File: config.mk
export PLATFORM = sky130hd
export DESIGN_NAME = round_robin_slice_scheduler_top
export DESIGN_NICKNAME = d
export VERILOG_FILES = /design/src/hw/rtl/rrss_pkg.sv /design/src/hw/rtl/rrss_ctrl.sv /design/src/hw/rtl/rrss_dp.sv /design/src/hw/rtl/round_robin_slice_scheduler_top.sv
export SDC_FILE = /design/constraint.sdc
export NUM_CORES = 1
export LEC_CHECK = 0
export ABC_AREA = 1
export BUFFER_PORTS_ARGS = -buffer_cell sky130_fd_sc_hd__buf_4
export CAP_MARGIN = 20
export CELL_PAD_IN_SITES_DETAIL_PLACEMENT = 1
export CELL_PAD_IN_SITES_GLOBAL_PLACEMENT = 1
export CORE_AREA = 5 5 308 159
export DETAILED_ROUTE_END_ITERATION = 16
export DIE_AREA = 0 0 313 164
export GPL_TIMING_DRIVEN = 1
export PLACE_DENSITY = 0.74
export SYNTH_ARGS = -nofsm -noshare
export SYNTH_HDL_FRONTEND = slang
export SYNTH_SLANG_ARGS = --single-unit
File: constraint.sdc
create_clock -name i_clk -period 4.6 [get_ports i_clk]
set_clock_uncertainty 0.1 [all_clocks]
set_input_delay 0.23 -clock i_clk [delete_from_list [all_inputs] [get_ports i_clk]]
set_output_delay 0.23 -clock i_clk [all_outputs]
set_load 0.01 [all_outputs]
File: src/hw/rtl/rrss_pkg.sv
`default_nettype none

package rrss_pkg;

    // Table depth and the widths that follow from it.
    localparam int MAX_TASKS = 16;
    localparam int IDX_W     = (MAX_TASKS > 1) ? $clog2(MAX_TASKS) : 1;
    localparam int CNT_W     = $clog2(MAX_TASKS + 1);

    // Field widths of a request and a result.
    localparam int ACT_W   = 2;
    localparam int ID_W    = 8;
    localparam int BURST_W = 16;

    // Action codes carried by a request.
    localparam logic [ACT_W-1:0] ACT_LOAD  = 2'd0;
    localparam logic [ACT_W-1:0] ACT_SCHED = 2'd1;
    localparam logic [ACT_W-1:0] ACT_CLEAR = 2'd2;

    // Quantum after reset.
    localparam logic [BURST_W-1:0] QUANTUM_RESET = 16'd2;

    // Commands from the controller to the datapath.
    typedef struct packed {
        logic load;   // append the request's task to the table
        logic clear;  // empty the table
        logic find;   // capture the next entry with work left
        logic read;   // read the captured entry from the table
        logic grant;  // subtract the slice, write back, report the grant
        logic drop;   // report a load into a full table
        logic done;   // report that no task has work left
    } t_cmd;

    // Status from the datapath to the controller.
    typedef struct packed {
        logic full;   // table holds MAX_TASKS entries
        logic found;  // the last search found an entry with work left
    } t_status;

endpackage

`default_nettype wire

File: src/hw/rtl/rrss_ctrl.sv
`default_nettype none

module rrss_ctrl (
    input  wire logic                       i_clk,
    input  wire logic                       i_rst_n,
    input  wire logic                       i_start,
    input  wire logic [rrss_pkg::ACT_W-1:0] i_action,
    input  rrss_pkg::t_status               i_status,
    output logic                            o_busy,
    output rrss_pkg::t_cmd                  o_cmd
);
    import rrss_pkg::*;

    typedef enum logic [1:0] {
        S_IDLE,
        S_READ,
        S_GRANT
    } t_state;

    t_state r_state;
    t_state n_state;
    logic   r_busy;
    logic   accept;

    assign accept = i_start && !r_busy;
    assign o_busy = r_busy;

    // Next state and commands for the datapath.
    always_comb begin
        n_state = r_state;
        o_cmd   = '0;
        unique case (r_state)
            S_IDLE: begin
                if (accept) begin
                    unique case (i_action)
                        ACT_LOAD: begin
                            if (i_status.full) begin
                                o_cmd.drop = 1'b1;
                            end else begin
                                o_cmd.load = 1'b1;
                            end
                        end
                        ACT_SCHED: begin
                            o_cmd.find = 1'b1;
                            n_state    = S_READ;
                        end
                        ACT_CLEAR: begin
                            o_cmd.clear = 1'b1;
                        end
                        default: begin
                            // The unused code is ignored.
                        end
                    endcase
                end
            end
            S_READ: begin
                if (i_status.found) begin
                    o_cmd.read = 1'b1;
                    n_state    = S_GRANT;
                end else begin
                    o_cmd.done = 1'b1;
                    n_state    = S_IDLE;
                end
            end
            S_GRANT: begin
                o_cmd.grant = 1'b1;
                n_state     = S_IDLE;
            end
            default: begin
                n_state = S_IDLE;
            end
        endcase
    end

    // State and the registered busy flag.
    always_ff @(posedge i_clk) begin
        if (!i_rst_n) begin
            r_state <= S_IDLE;
            r_busy  <= 1'b0;
        end else begin
            r_state <= n_state;
            r_busy  <= (n_state != S_IDLE);
        end
    end

endmodule

`default_nettype wire

File: src/hw/rtl/rrss_dp.sv
`default_nettype none

module rrss_dp (
    input  wire logic                         i_clk,
    input  wire logic                         i_rst_n,
    input  rrss_pkg::t_cmd                    i_cmd,
    output rrss_pkg::t_status                 o_status,
    input  wire logic                         i_cfg_we,
    input  wire logic [rrss_pkg::BURST_W-1:0] i_cfg_wdata,
    input  wire logic [rrss_pkg::ID_W-1:0]    i_task_id,
    input  wire logic [rrss_pkg::BURST_W-1:0] i_burst_length,
    output logic                              o_strobe,
    output logic [rrss_pkg::ID_W-1:0]         o_granted_id,
    output logic [rrss_pkg::BURST_W-1:0]      o_slice_length,
    output logic                              o_task_finished,
    output logic                              o_all_done,
    output logic                              o_load_dropped
);
    import rrss_pkg::*;

    // Task table.
    logic [ID_W-1:0]    r_mem_id    [MAX_TASKS];
    logic [BURST_W-1:0] r_mem_burst [MAX_TASKS];
    // One flag per entry: the entry still has work left.
    logic [MAX_TASKS-1:0] r_nz;

    logic [BURST_W-1:0] r_quantum;
    logic [CNT_W-1:0]   r_count;
    logic [IDX_W-1:0]   r_scan;
    logic [IDX_W-1:0]   r_idx;
    logic               r_found;
    logic [ID_W-1:0]    r_rd_id;
    logic [BURST_W-1:0] r_rd_burst;

    logic               r_strobe;
    logic [ID_W-1:0]    r_granted_id;
    logic [BURST_W-1:0] r_slice_length;
    logic               r_task_finished;
    logic               r_all_done;
    logic               r_load_dropped;

    logic [IDX_W-1:0]   start_pos;
    logic [MAX_TASKS-1:0] active;
    logic [MAX_TASKS-1:0] upper;
    logic [IDX_W-1:0]   find_idx;
    logic               find_any;
    logic [BURST_W-1:0] slice;
    logic [BURST_W-1:0] rem;
    logic [CNT_W-1:0]   idx_next;
    logic [IDX_W-1:0]   load_addr;
    logic [IDX_W-1:0]   wr_addr;
    logic [BURST_W-1:0] wr_burst;
    logic               wr_en;

    // Lowest set bit of a mask.
    function automatic logic [IDX_W-1:0] lowest_set(input logic [MAX_TASKS-1:0] mask);
        logic [IDX_W-1:0] idx;
        idx = '0;
        for (int i = MAX_TASKS - 1; i >= 0; i--) begin
            if (mask[i]) begin
                idx = IDX_W'(i);
            end
        end
        return idx;
    endfunction

    assign o_status.full  = (r_count == CNT_W'(MAX_TASKS));
    assign o_status.found = r_found;

    // The search starts at the scan position, or at entry zero when that lies
    // beyond the loaded tasks.
    assign start_pos = (CNT_W'(r_scan) >= r_count) ? '0 : r_scan;

    // Entries with work left, and those among them at or after the start.
    always_comb begin
        for (int i = 0; i < MAX_TASKS; i++) begin
            active[i] = r_nz[i] && (CNT_W'(i) < r_count);
            upper[i]  = active[i] && (IDX_W'(i) >= start_pos);
        end
    end

    // Wrap around to the lowest entry when nothing lies after the start.
    assign find_any = |active;
    assign find_idx = (|upper) ? lowest_set(upper) : lowest_set(active);

    // Slice arithmetic on the entry read from the table.
    assign slice    = (r_rd_burst < r_quantum) ? r_rd_burst : r_quantum;
    assign rem      = r_rd_burst - slice;
    assign idx_next = CNT_W'(r_idx) + CNT_W'(1);

    // One write port: loads append, grants write the burst back.
    assign load_addr = r_count[IDX_W-1:0];
    assign wr_en     = i_cmd.load || i_cmd.grant;
    assign wr_addr   = i_cmd.grant ? r_idx : load_addr;
    assign wr_burst  = i_cmd.grant ? rem : i_burst_length;

    always_ff @(posedge i_clk) begin
        if (wr_en) begin
            r_mem_burst[wr_addr] <= wr_burst;
            r_nz[wr_addr]        <= (wr_burst != '0);
        end
        if (i_cmd.load) begin
            r_mem_id[load_addr] <= i_task_id;
        end
    end

    // Registered table read of the entry found by the search.
    always_ff @(posedge i_clk) begin
        if (i_cmd.read) begin
            r_rd_id    <= r_mem_id[r_idx];
            r_rd_burst <= r_mem_burst[r_idx];
        end
    end

    // Search result.
    always_ff @(posedge i_clk) begin
        if (i_cmd.find) begin
            r_idx   <= find_idx;
            r_found <= find_any;
        end
    end

    // Quantum register, task count and scan position.
    always_ff @(posedge i_clk) begin
        if (!i_rst_n) begin
            r_quantum <= QUANTUM_RESET;
            r_count   <= '0;
            r_scan    <= '0;
        end else begin
            if (i_cfg_we) begin
                r_quantum <= i_cfg_wdata;
            end
            if (i_cmd.clear) begin
                r_count <= '0;
                r_scan  <= '0;
            end else if (i_cmd.load) begin
                r_count <= r_count + CNT_W'(1);
            end
            if (i_cmd.grant) begin
                r_scan <= (idx_next < r_count) ? idx_next[IDX_W-1:0] : '0;
            end
        end
    end

    // Result strobe.
    always_ff @(posedge i_clk) begin
        if (!i_rst_n) begin
            r_strobe <= 1'b0;
        end else begin
            r_strobe <= i_cmd.grant || i_cmd.done || i_cmd.drop;
        end
    end

    // Result fields.
    always_ff @(posedge i_clk) begin
        if (i_cmd.grant) begin
            r_granted_id    <= r_rd_id;
            r_slice_length  <= slice;
            r_task_finished <= (rem == '0);
            r_all_done      <= 1'b0;
            r_load_dropped  <= 1'b0;
        end else if (i_cmd.done || i_cmd.drop) begin
            r_granted_id    <= '0;
            r_slice_length  <= '0;
            r_task_finished <= 1'b0;
            r_all_done      <= i_cmd.done;
            r_load_dropped  <= i_cmd.drop;
        end
    end

    assign o_strobe        = r_strobe;
    assign o_granted_id    = r_granted_id;
    assign o_slice_length  = r_slice_length;
    assign o_task_finished = r_task_finished;
    assign o_all_done      = r_all_done;
    assign o_load_dropped  = r_load_dropped;

endmodule

`default_nettype wire

File: src/hw/rtl/round_robin_slice_scheduler_top.sv
// Round-robin time-slice scheduler. A request is taken when start is high and
// busy is low. A load or clear request leaves busy low, so another request can
// follow at once; only a load into a full table answers, with o_load_dropped.
// A schedule request runs a priority search over the per-entry work-left
// flags, a registered table read and the subtract and write-back, which is
// skipped when no entry has work left; busy is high for the read and write-back
// steps. Every schedule request answers with a grant or with o_all_done. A
// result is shown for exactly one cycle with o_strobe, one cycle after the
// request's last step, and must be captured then: the receiver cannot stall
// the block. The quantum is to be written through i_cfg_we / i_cfg_wdata only
// while the block is idle; the block does not enforce this. It resets to 2.
`default_nettype none

module round_robin_slice_scheduler_top (
    input  wire logic                         i_clk,
    input  wire logic                         i_rst_n,
    input  wire logic                         start,
    output logic                              busy,
    input  wire logic [rrss_pkg::ACT_W-1:0]   i_action,
    input  wire logic [rrss_pkg::ID_W-1:0]    i_task_id,
    input  wire logic [rrss_pkg::BURST_W-1:0] i_burst_length,
    input  wire logic                         i_cfg_we,
    input  wire logic [rrss_pkg::BURST_W-1:0] i_cfg_wdata,
    output logic                              o_strobe,
    output logic [rrss_pkg::ID_W-1:0]         o_granted_id,
    output logic [rrss_pkg::BURST_W-1:0]      o_slice_length,
    output logic                              o_task_finished,
    output logic                              o_all_done,
    output logic                              o_load_dropped
);
    import rrss_pkg::*;

    t_cmd    cmd;
    t_status status;

    // Sequencer.
    rrss_ctrl u_ctrl (
        .i_clk    (i_clk),
        .i_rst_n  (i_rst_n),
        .i_start  (start),
        .i_action (i_action),
        .i_status (status),
        .o_busy   (busy),
        .o_cmd    (cmd)
    );

    // Task table, search and slice arithmetic.
    rrss_dp u_dp (
        .i_clk           (i_clk),
        .i_rst_n         (i_rst_n),
        .i_cmd           (cmd),
        .o_status        (status),
        .i_cfg_we        (i_cfg_we),
        .i_cfg_wdata     (i_cfg_wdata),
        .i_task_id       (i_task_id),
        .i_burst_length  (i_burst_length),
        .o_strobe        (o_strobe),
        .o_granted_id    (o_granted_id),
        .o_slice_length  (o_slice_length),
        .o_task_finished (o_task_finished),
        .o_all_done      (o_all_done),
        .o_load_dropped  (o_load_dropped)
    );

endmodule

`default_nettype wire

==> results of run 1 <==
## per-layer routing
metal,vias up,track usage [%],wire length [µm]
met3,89,6.24,6330
li1,6774,-,-
met1,7785,37.2,29500
met2,676,37.6,29300
met5,-,0,0
met4,0,5.00,1100
## area by class of cell
cell class	instances	area [µm²]
clock buffers	54	1160
clock inverters	28	224
fillers	4818	21400
inverters	118	454
multi-input cells	1103	6150
flip-flops and latches	485	14300
well taps	609	762
repair buffers	202	1660
repair inverters	1	7.51
## power by group through the flow
stage / Combinational (µW) / Clock (µW) / Sequential [µW]
floorplan: 305 / 0 / 4960
global placement: 519 / 0 / 4960
detailed placement: 547 / 0 / 4960
CTS: 589 / 3690 / 4870
global route: 713 / 3910 / 4870
finish: 663 / 3630 / 4870
## synthesized netlist by cell type, drive strengths merged
| master | number | area share [%] |
|---|---|---|
| o221a | 1 | 0.054 |
| edfxtp | 454 | 65 |
| clkinv | 3 | 0.054 |
| a21boi | 1 | 0.054 |
| ha | 43 | 2.6 |
| o211ai | 5 | 0.20 |
| a31o | 1 | 0.042 |
| xor2 | 12 | 0.54 |
| nand3b | 4 | 0.14 |
| o21ai | 185 | 4.5 |
| buf | 14 | 0.35 |
| nor2 | 201 | 3.9 |
| or3 | 1 | 0.030 |
| xnor2 | 4 | 0.17 |
| nor3 | 8 | 0.27 |
| nand2 | 318 | 5.9 |
| nor4 | 6 | 0.18 |
| a21oi | 109 | 2.6 |
| o21a | 5 | 0.18 |
| nand4 | 30 | 0.90 |
| o31ai | 3 | 0.17 |
| o221ai | 21 | 0.88 |
| a221oi | 27 | 1.1 |
| nand3 | 76 | 2.0 |
| a31oi | 3 | 0.090 |
| or2 | 3 | 0.090 |
| and3 | 1 | 0.030 |
| a211oi | 3 | 0.11 |
| o22ai | 27 | 0.81 |
| inv | 115 | 2.1 |
| clkbuf | 72 | 1.3 |
| o21bai | 3 | 0.18 |
| fa | 1 | 0.096 |
| dfxtp | 31 | 3.0 |
| o2111ai | 1 | 0.042 |
## what timing repair did
item,in CTS,in global routing
resized for setup,17,56
endpoints found under the hold margin,150,0
hold buffers,38,0
setup endpoints to repair,65,65
gates cloned,0,2
pin swaps,2,31
buffers inserted,0,14
## state kept, by name (all words and copies together) (netlist names)
| signal | count |
|---|---|
| u_ctrl.o_busy | 1 |
| u_ctrl.r_state | 2 |
| u_dp.o_all_done | 1 |
| u_dp.o_granted_id | 8 |
| u_dp.o_load_dropped | 1 |
| u_dp.o_slice_length | 16 |
| u_dp.o_strobe | 1 |
| u_dp.o_task_finished | 1 |
| u_dp.r_count | 5 |
| u_dp.r_found | 1 |
| u_dp.r_idx | 4 |
| u_dp.r_mem_burst | 256 |
| u_dp.r_mem_id | 128 |
| u_dp.r_nz | 16 |
| u_dp.r_quantum | 16 |
| u_dp.r_rd_burst | 16 |
| u_dp.r_rd_id | 8 |
| u_dp.r_scan | 4 |
## worst min-delay path: cells and delay by family
kind,cells,cell delay (ns)
and+or+nand+nor,2,0.12
buffers and inverters,3,0.26
## metrics by stage
stage                     instances  instance area [µm²]  worst slack [ns]  utilization, %  setup TNS, ns
after floorplan                1792                20900            0.0701               -              0
after global placement         2461                22500            -0.138            48.7          -2.21
after detailed placement       2461                22500            -0.437            48.7         -13.86
after CTS                      2581                24300            0.0299            52.7              0
after global routing           2600                24700            -0.169            53.5          -3.38
final                          2600                24700           -0.0577            53.5         -0.775
## logic make-up after synthesis
kind of cell / after synthesis / synth area share, %
xor gates and xnor gates: 16 / 0.708
buffers and inverters: 204 / 3.78
and+or+nand+nor: 648 / 13.4
AOI/OAI and AO/OA: 395 / 11.1
DFF: 485 / 68.3
adders and majority gates: 44 / 2.67
## worst max-delay path by stage
stage,slack [ns],endpoint
after detailed placement,-0.44,u_dp.r_nz[15]
final,-0.06,u_dp.r_nz[5]
after floorplan,0.07,u_dp.r_nz[0]
after global placement,-0.14,u_dp.r_nz[14]
after CTS,0.03,u_dp.r_nz[11]
after global routing,-0.17,u_dp.r_nz[1]
==> flow_metrics.tcl, run 1 <==
set metrics [dict create \
    drt_drc_violations_left 0 \
    ant_nets 0 \
    num_rows 56 \
    clkSlewWorstSetupHoldPaths_ns 0.07 \
    worstPathCellList "ha_4, a21oi_4, nor2_4, a211oi_2, o221a_2, nand2_4, buf_6, nand2_4, o21ai_4, buf_4, ha_4, nand2_1, o21ai_2, nand4_1, o211ai_2, a21boi_2, o21ai_2, nand2_2, nand2_2, xor2_2, o21ai_2, nor2_1, nand3_2, buf_6" \
    cp.arrival_ns 4.87 \
    gp_congestion 0.866 \
    whs_path_depth 5 \
    syn_inst 1792 \
    antenna_found_initial 1 \
    crit_buf_inv 3 \
    hold_end "u_ctrl.r_state[0]" \
    combPwrFrac_pct 7.2 \
    syn_area_mm2 0.0209 \
    worstMarginPinSlew_ns 1.14 \
    drive_gt1_share_pct 18.0 \
    maxCapViolCount 0 \
    synth_area_per_cell_um2 11.6 \
    fp.dieArea_mm2 0.0513 \
    critPathMaxFanout 8 \
    power.density_mw_per_mm2 371 \
    numCtsBuffers 44 \
    setup-violations-final 16 \
    rsz0062_at_grt "true" \
    violations "hold timing, setup timing" \
    crit_type "reg2reg" \
    min_period_ns 4.66 \
    worst_slack_ns -0.0577 \
    layout_commonest_cell "edfxtp_1" \
    crit_path_frequent_cell "o21ai_2" \
    worstSetupEndpointType "register" \
    outcome "finished with violations" \
    cp.required_ns 4.81 \
    synthesis.nets 1882 \
    max_slew_margin_pct 23.8 \
    max_stage_delay_ns 0.44 \
    grt_pass1_vias 15400 \
    dieHeight_um 164 \
    clock_latency_ns 0.57 \
    num-nets-final 2045 \
    cellInternalPower_uw 7060 \
    slowest_stage "edfxtp_1" \
    ios 75 \
    core_area_mm2 0.0461 \
    totalPowerFinal_uw 9160 \
    start_util_pct 45.3 \
    fp.dieW_um 313 \
    avgViaCountPerCell 5.89 \
    port_buffers 74 \
    synth-seq-cells 485 \
    cts-root-buf "clkbuf_16" \
    synth_cell_types 56 \
    clockBufferDepth 3 \
    critPathTopFamily "compound AO/OA/AOI/OAI gates" \
    worst-r2r-cell-count 24 \
    final_cell_mix "454 x edfxtp_1, 299 x nand2_1, 165 x nor2_1, 165 x o21ai_0, 155 x buf_4" \
    cp-startpoint "u_dp.r_rd_burst[9]" \
    yosysWarnings 0 \
    hold_path_class "in2reg" \
    ys_seq_area_share_pct 68.3 \
    clock.fmax_mhz 215 \
    worst-path-stages 24 \
    areaGrowthSynthToFinish_pct 18.2 \
    period_share_pct 101 \
    tritoncts "yes" \
    r2r_start "u_dp.r_rd_burst[9]" \
    power_frac_clock_pct 39.6 \
    post_drt_wl_per_cell_um 25.5 \
    hold_viol 1 \
    sw_frac_of_total_pct 22.9 \
    critPathLaunchType "register" \
    vias 15300 \
    cts_max_level 2 \
    drt_iter0_markers 1579 \
    ff2ff_setup_slack_ns -0.06 \
    netSwitchingPower_uw 2100 \
    finalWirelength_um 66200 \
    grt_max_degree 186 \
    power_leakage_uw 0.00894 \
    first_pass_iters 5 \
    grt_pass1_wl_um 96600 \
    r2r-end "u_dp.r_nz[5]" \
    cts.sinks 485 \
    hold_ws_ns -0.00979 \
    min_from "i_action[0]" \
    finalMaxSlewViolations 0 \
    ir_drop_mv 0.282 \
    seqPwrFrac_pct 53.1 \
    antenna_cells 0 \
    grt.total_usage_pct 25.0 \
    dp_hpwl_um 41600 \
    grt_overflow 0 \
]
(Power assumes the default switching activity.)
==> inputs of run 2 (changes only) <==
- CELL_PAD_IN_SITES_DETAIL_PLACEMENT: 1 -> 0
==> run 2 against run 1 <==
Compared with the run above:
- the flow now finishes without violations
- utilization fell by 0.30 points
- first-iteration DRC count is 22% higher
- fmax increased by 4.3%
- count of clock-buffer cells in the layout is 3 lower
- combinational power down 8.9%
- critical endpoint is now u_dp.r_nz[13]
==> flow_metrics.tcl, run 2 (synthesis gave the netlist of run 1 again) <==
set metrics [dict create \
    top_register "u_dp.r_mem_burst" \
    critPathLaunchType "register" \
    drive_gt1_share_pct 16.6 \
    clockBufferDepth 3 \
    cp.required_ns 4.82 \
    drt_drc_violations_left 0 \
    core_area_mm2 0.0461 \
    cts_max_level 2 \
    power.density_mw_per_mm2 371 \
    dp_hpwl_um 36900 \
    port_buffers 74 \
    clock_latency_ns 0.58 \
    finalMaxSlewViolations 0 \
    worstSetupEndpointType "register" \
    hold_path_class "in2reg" \
    fin_util_pct 53.2 \
    cts-root-buf "clkbuf_16" \
    grt_overflow 0 \
    max_slew_margin_pct 24.3 \
    gp_congestion 0.866 \
    grt_pass1_vias 13500 \
    fp.dieW_um 313 \
    first_pass_iters 6 \
    slowest_stage "edfxtp_1" \
    avgViaCountPerCell 5.61 \
    start_util_pct 45.3 \
    areaGrowthSynthToFinish_pct 17.6 \
    fillCellCount 3969 \
    top_regs "u_dp.r_mem_burst (256), u_dp.r_mem_id (128)" \
    dieHeight_um 164 \
    grt_pass1_wl_um 86200 \
    worstMarginPinSlew_ns 1.13 \
    cp.arrival_ns 4.69 \
    regArea_mm2 0.0143 \
    final_cell_mix "454 x edfxtp_1, 305 x nand2_1, 169 x nor2_1, 163 x o21ai_0, 151 x buf_4" \
    post_drt_wl_per_cell_um 22.5 \
    tritoncts "yes" \
    period_share_pct 97.1 \
    setup-violations-final 0 \
    num_rows 56 \
    clkSlewWorstSetupHoldPaths_ns 0.07 \
    multi_input_area_mm2 0.00604 \
    dp.cells 2461 \
    min_period_ns 4.47 \
    grt_max_degree 186 \
    cts.sinks 485 \
    antenna_cells 0 \
    critPathMaxFanout 8 \
    ir_drop_mv 0.253 \
    drt_iter0_markers 1923 \
    ant_nets 0 \
    max_stage_delay_ns 0.44 \
    vias 14500 \
    grt.total_usage_pct 22.3 \
    fin_cells 2591 \
    numCtsBuffers 44 \
    finalWirelength_um 58300 \
    ios 75 \
    hold_viol 0 \
    num-nets-final 2042 \
    layout_commonest_cell "edfxtp_1" \
    fp.dieArea_mm2 0.0513 \
    crit_type "reg2reg" \
    maxCapViolCount 0 \
    power_leakage_uw 0.00891 \
    largest_reg_flops 256 \
    outcome "complete, no violations" \
    clock.fmax_mhz 224 \
    antenna_found_initial 2 \
]
run 2: cell types whose count changed in the layout (fill, tap and decap cells not counted), moves of 4 or more:
cell / delta
nand2_2: -4
buf_4: -4
nand2_1: +6
dlygate4sd3_1: +4
clkinvlp_4: -4
nor2_1: +4
run 2: worst paths after layout:
| kind | startpoint | endpoint | slack (ns) | cells after the start |
|---|---|---|---|---|
| min | start | u_ctrl.r_state[0] | 0.02 | 7 |
| max reg2reg | u_dp.r_rd_burst[7] | u_dp.r_nz[13] | 0.13 | 25 |
| min reg2reg | u_dp.o_all_done | u_dp.o_all_done | 0.36 | 2 |
| max | u_dp.r_rd_burst[7] | u_dp.r_nz[13] | 0.13 | 25 |
run 2: area by class of cell:
class | instances | area share, %
Multi-Input combinational cell | 1103 | 24.6
Timing Repair Buffer | 200 | 6.70
Clock buffer | 51 | 4.59
Tap cell | 609 | 3.11
Sequential cell | 485 | 58.1
Inverter | 118 | 1.84
Clock inverter | 25 | 1.05
run 2: where the power goes:
group	total (µW)	internal [µW]	switching [µW]	leakage (µW)
clock	3630	1950	1680	0.000680
combinational	604	225	379	0.00385
sequential	4860	4850	14.6	0.00438
run 2: critical path, delay by kind of cell, from the launching register on:
kind / cells / cell delay, ns
AO/OA/AOI/OAI: 4 / 0.55
XOR/XNOR: 1 / 0.10
adder cells (fa/ha/maj): 3 / 0.83
buffers and inverters: 5 / 0.59
flip-flops: 1 / 0.44
AND/OR/NAND/NOR: 12 / 1.55
run 2: repair_timing:
item | in CTS | in global routing
hold buffers | 41 | 1
endpoints found under the hold margin | 151 | 1
cloned | 0 | 1
pin swaps | 1 | 21
buffers inserted | 0 | 11
endpoints found under the setup margin | 32 | 65
gates resized for setup | 7 | 43
run 2: metal layers:
metal  GRT usage, %  routed length (µm)  up-vias  part of all wire, %
met1           36.4               27900     7062                   48
met4           2.91                 599        0                  1.0
met3           5.47                6190       61                   11
met5              0                   0        -                    0
li1               -                   -     6763                    -
met2           30.6               23600      653                   40
run 2: stage by stage:
stage	setup TNS [ns]	power (µW)	setup slack (ns)	hold slack [ns]	instance area, µm²
2_1_floorplan	0	5270	0.0701	0.229	20900
3_3_place_gp	-2.21	5480	-0.138	0.349	22500
3_5_place_dp	-3.12	5490	-0.174	0.355	22500
4_1_cts	0	9140	0.00742	0.0435	24300
5_1_grt	-0.828	9440	-0.0598	0.0811	24500
6_report	0	9100	0.134	0.0233	24500
==> inputs of run 3 (changes only) <==
--- a/config.mk
+++ b/config.mk
@@ -11,7 +11,7 @@
 export CELL_PAD_IN_SITES_DETAIL_PLACEMENT = 0
 export CELL_PAD_IN_SITES_GLOBAL_PLACEMENT = 1
-export CORE_AREA = 5 5 308 159
+export CORE_AREA = 2 2 305 156
 export DETAILED_ROUTE_END_ITERATION = 16
-export DIE_AREA = 0 0 313 164
+export DIE_AREA = 0 0 307 158
 export GPL_TIMING_DRIVEN = 1
 export PLACE_DENSITY = 0.74
==> constraint.sdc (replaced) <==
create_clock -name i_clk -period 4.6 [get_ports i_clk]
set_clock_uncertainty 0.1 [all_clocks]
set_input_delay 1.38 -clock i_clk [delete_from_list [all_inputs] [get_ports i_clk]]
set_output_delay 1.38 -clock i_clk [all_outputs]
set_load 0.01 [all_outputs]
==> run 3 against run 2 <==
Compared with the run above:
- highest routed layer unchanged
- final area is 1.5% lower
- first-iteration DRC count is 5.3% lower
- global-route usage is 1.8 points higher
- setup slack better by 0.074 ns
- clock power hardly changed
- sequential power hardly changed
- die area is 5.5% lower
- critical endpoint is now u_dp.r_nz[15]
- power is 0.78% lower
==> flow_metrics.tcl, run 3 (synthesis gave the netlist of run 1 again) <==
set metrics [dict create \
    outcome "complete, no violations" \
    power.density_mw_per_mm2 374 \
    drive_gt1_share_pct 17.2 \
    worstSetupEndpointType "register" \
    first_pass_iters 5 \
    grt_pass1_wl_um 86300 \
    port_buffers 74 \
    core_area_mm2 0.0461 \
    max_slew_margin_pct 25.9 \
    top_regs "u_dp.r_mem_burst (256), u_dp.r_mem_id (128)" \
    fin_tns_setup_ns 0 \
    post_drt_wl_per_cell_um 22.8 \
    ir_drop_mv 0.268 \
    fp.dieW_um 307 \
    finalWirelength_um 58300 \
    start_util_pct 45.3 \
    antenna_cells 0 \
    final_cell_mix "454 x edfxtp_1, 306 x nand2_1, 169 x nor2_1, 166 x o21ai_0, 152 x buf_4" \
    clkSlewWorstSetupHoldPaths_ns 0.07 \
    num-nets-final 2004 \
    crit_type "reg2reg" \
    fp.dieArea_mm2 0.0485 \
    critPathLaunchType "register" \
    areaGrowthSynthToFinish_pct 15.8 \
    hold_viol 0 \
    grt_pass1_vias 13400 \
    gp_congestion 0.849 \
    min_period_ns 4.39 \
    setup-violations-final 0 \
    antenna_found_initial 1 \
    drt_drc_violations_left 0 \
    ant_nets 0 \
    ios 75 \
    cp.arrival_ns 4.60 \
    clock.fmax_mhz 228 \
    clockBufferDepth 3 \
    vias 14500 \
    hold_ws_ns 0.373 \
    cp.required_ns 4.81 \
    fillCellCount 3945 \
    finalMaxSlewViolations 0 \
    drt_iter0_markers 1822 \
    worstMarginPinSlew_ns 1.11 \
    hold_path_class "reg2reg" \
    cts-root-buf "clkbuf_16" \
    fin_cells 2556 \
    dp_hpwl_um 36900 \
    period_share_pct 95.5 \
    pre_cts_slack_ns -0.0651 \
    tritoncts "yes" \
    top_register "u_dp.r_mem_burst" \
    hold_buffers 0 \
    cts_max_level 2 \
    cts.sinks 485 \
    dp.cells 2474 \
    critPathMaxFanout 25 \
    power_leakage_uw 0.00878 \
    avgViaCountPerCell 5.66 \
    num_rows 56 \
    clock_latency_ns 0.57 \
    numCtsBuffers 43 \
    worst_slack_ns 0.208 \
    layout_commonest_cell "edfxtp_1" \
    maxCapViolCount 0 \
    grt.total_usage_pct 24.1 \
    grt_overflow 0 \
    grt_max_degree 194 \
    dieHeight_um 158 \
    largest_reg_flops 256 \
]
==> run 3: changes by cell type in the layout (fill, tap and decap cells not counted), sizes merged <==
cell,delta
buf,+6
clkbuf,-1
clkinvlp,+3
dlygate4sd3,-42
inv,-1
==> run 3: path summary, 6_finish.rpt <==
check | startpoint | end | slack [ns] | depth (start not counted)
min | u_dp.o_load_dropped | u_dp.o_load_dropped | 0.37 | 2
max | u_dp.r_rd_burst[1] | u_dp.r_nz[15] | 0.21 | 21
min reg2reg | u_dp.o_load_dropped | u_dp.o_load_dropped | 0.37 | 2
max reg2reg | u_dp.r_rd_burst[1] | u_dp.r_nz[15] | 0.21 | 21
==> run 3: layer usage <==
metal	vias up	part of all wire (%)	wire length (µm)	GRT usage [%]
met3	63	10	5920	5.62
li1	6691	-	-	-
met5	-	0	0	0
met2	647	39	22900	32.6
met1	7062	49	28700	39.1
met4	0	1.3	751	4.07
==> run 3: critical path: stages, from the launching register on <==
cell	delay (ns)
edfxtp_1	0.45
ha_1	0.30
o21ai_0	0.07
nand2_1	0.07
nand3_1	0.09
a21oi_2	0.23
o2111ai_2	0.17
nand2_2	0.17
buf_4	0.29
o21ai_0	0.15
ha_1	0.37
nand2_1	0.12
inv_1	0.04
nand4_1	0.09
o211ai_2	0.13
xnor2_1	0.28
o21ai_0	0.19
nor3_2	0.22
nand3b_1	0.15
nor2_2	0.15
nand3_1	0.09
buf_4	0.21
==> run 3: layout make-up <==
cell class	instances	area, µm²	share of cell area, %
multi-input combinational	1103	5990	24.8
clock inverter	27	262	1.08
sequential	485	14300	59.0
timing repair buffer	163	1340	5.54
tap	609	762	3.15
inverter	118	450	1.86
clock buffer	51	1110	4.58
==> run 3: metrics by stage <==
stage / power (µW) / cell area, µm² / util, %
after floorplan: 5270 / 20900 / -
after global placement: 5480 / 22600 / 49.1
after detailed placement: 5490 / 22600 / 49.1
after CTS: 9060 / 24000 / 52.1
after global routing: 9330 / 24200 / 52.4
final: 9030 / 24200 / 52.4
==> run 3: report_power, final <==
| part | switching [µW] | total (µW) | leakage, µW | internal, µW |
|---|---|---|---|---|
| Clock | 1690 | 3610 | 0.000668 | 1920 |
| Combinational | 364 | 555 | 0.00373 | 191 |
| Sequential | 14.8 | 4860 | 0.00438 | 4850 |
| Total | 2070 | 9030 | 0.00878 | 6960 |
==> run 3: repair_timing <==
item,in CTS,in global routing
setup endpoints to repair,32,64
pin swaps,0,9
buffers inserted,0,4
gates resized for setup,4,26
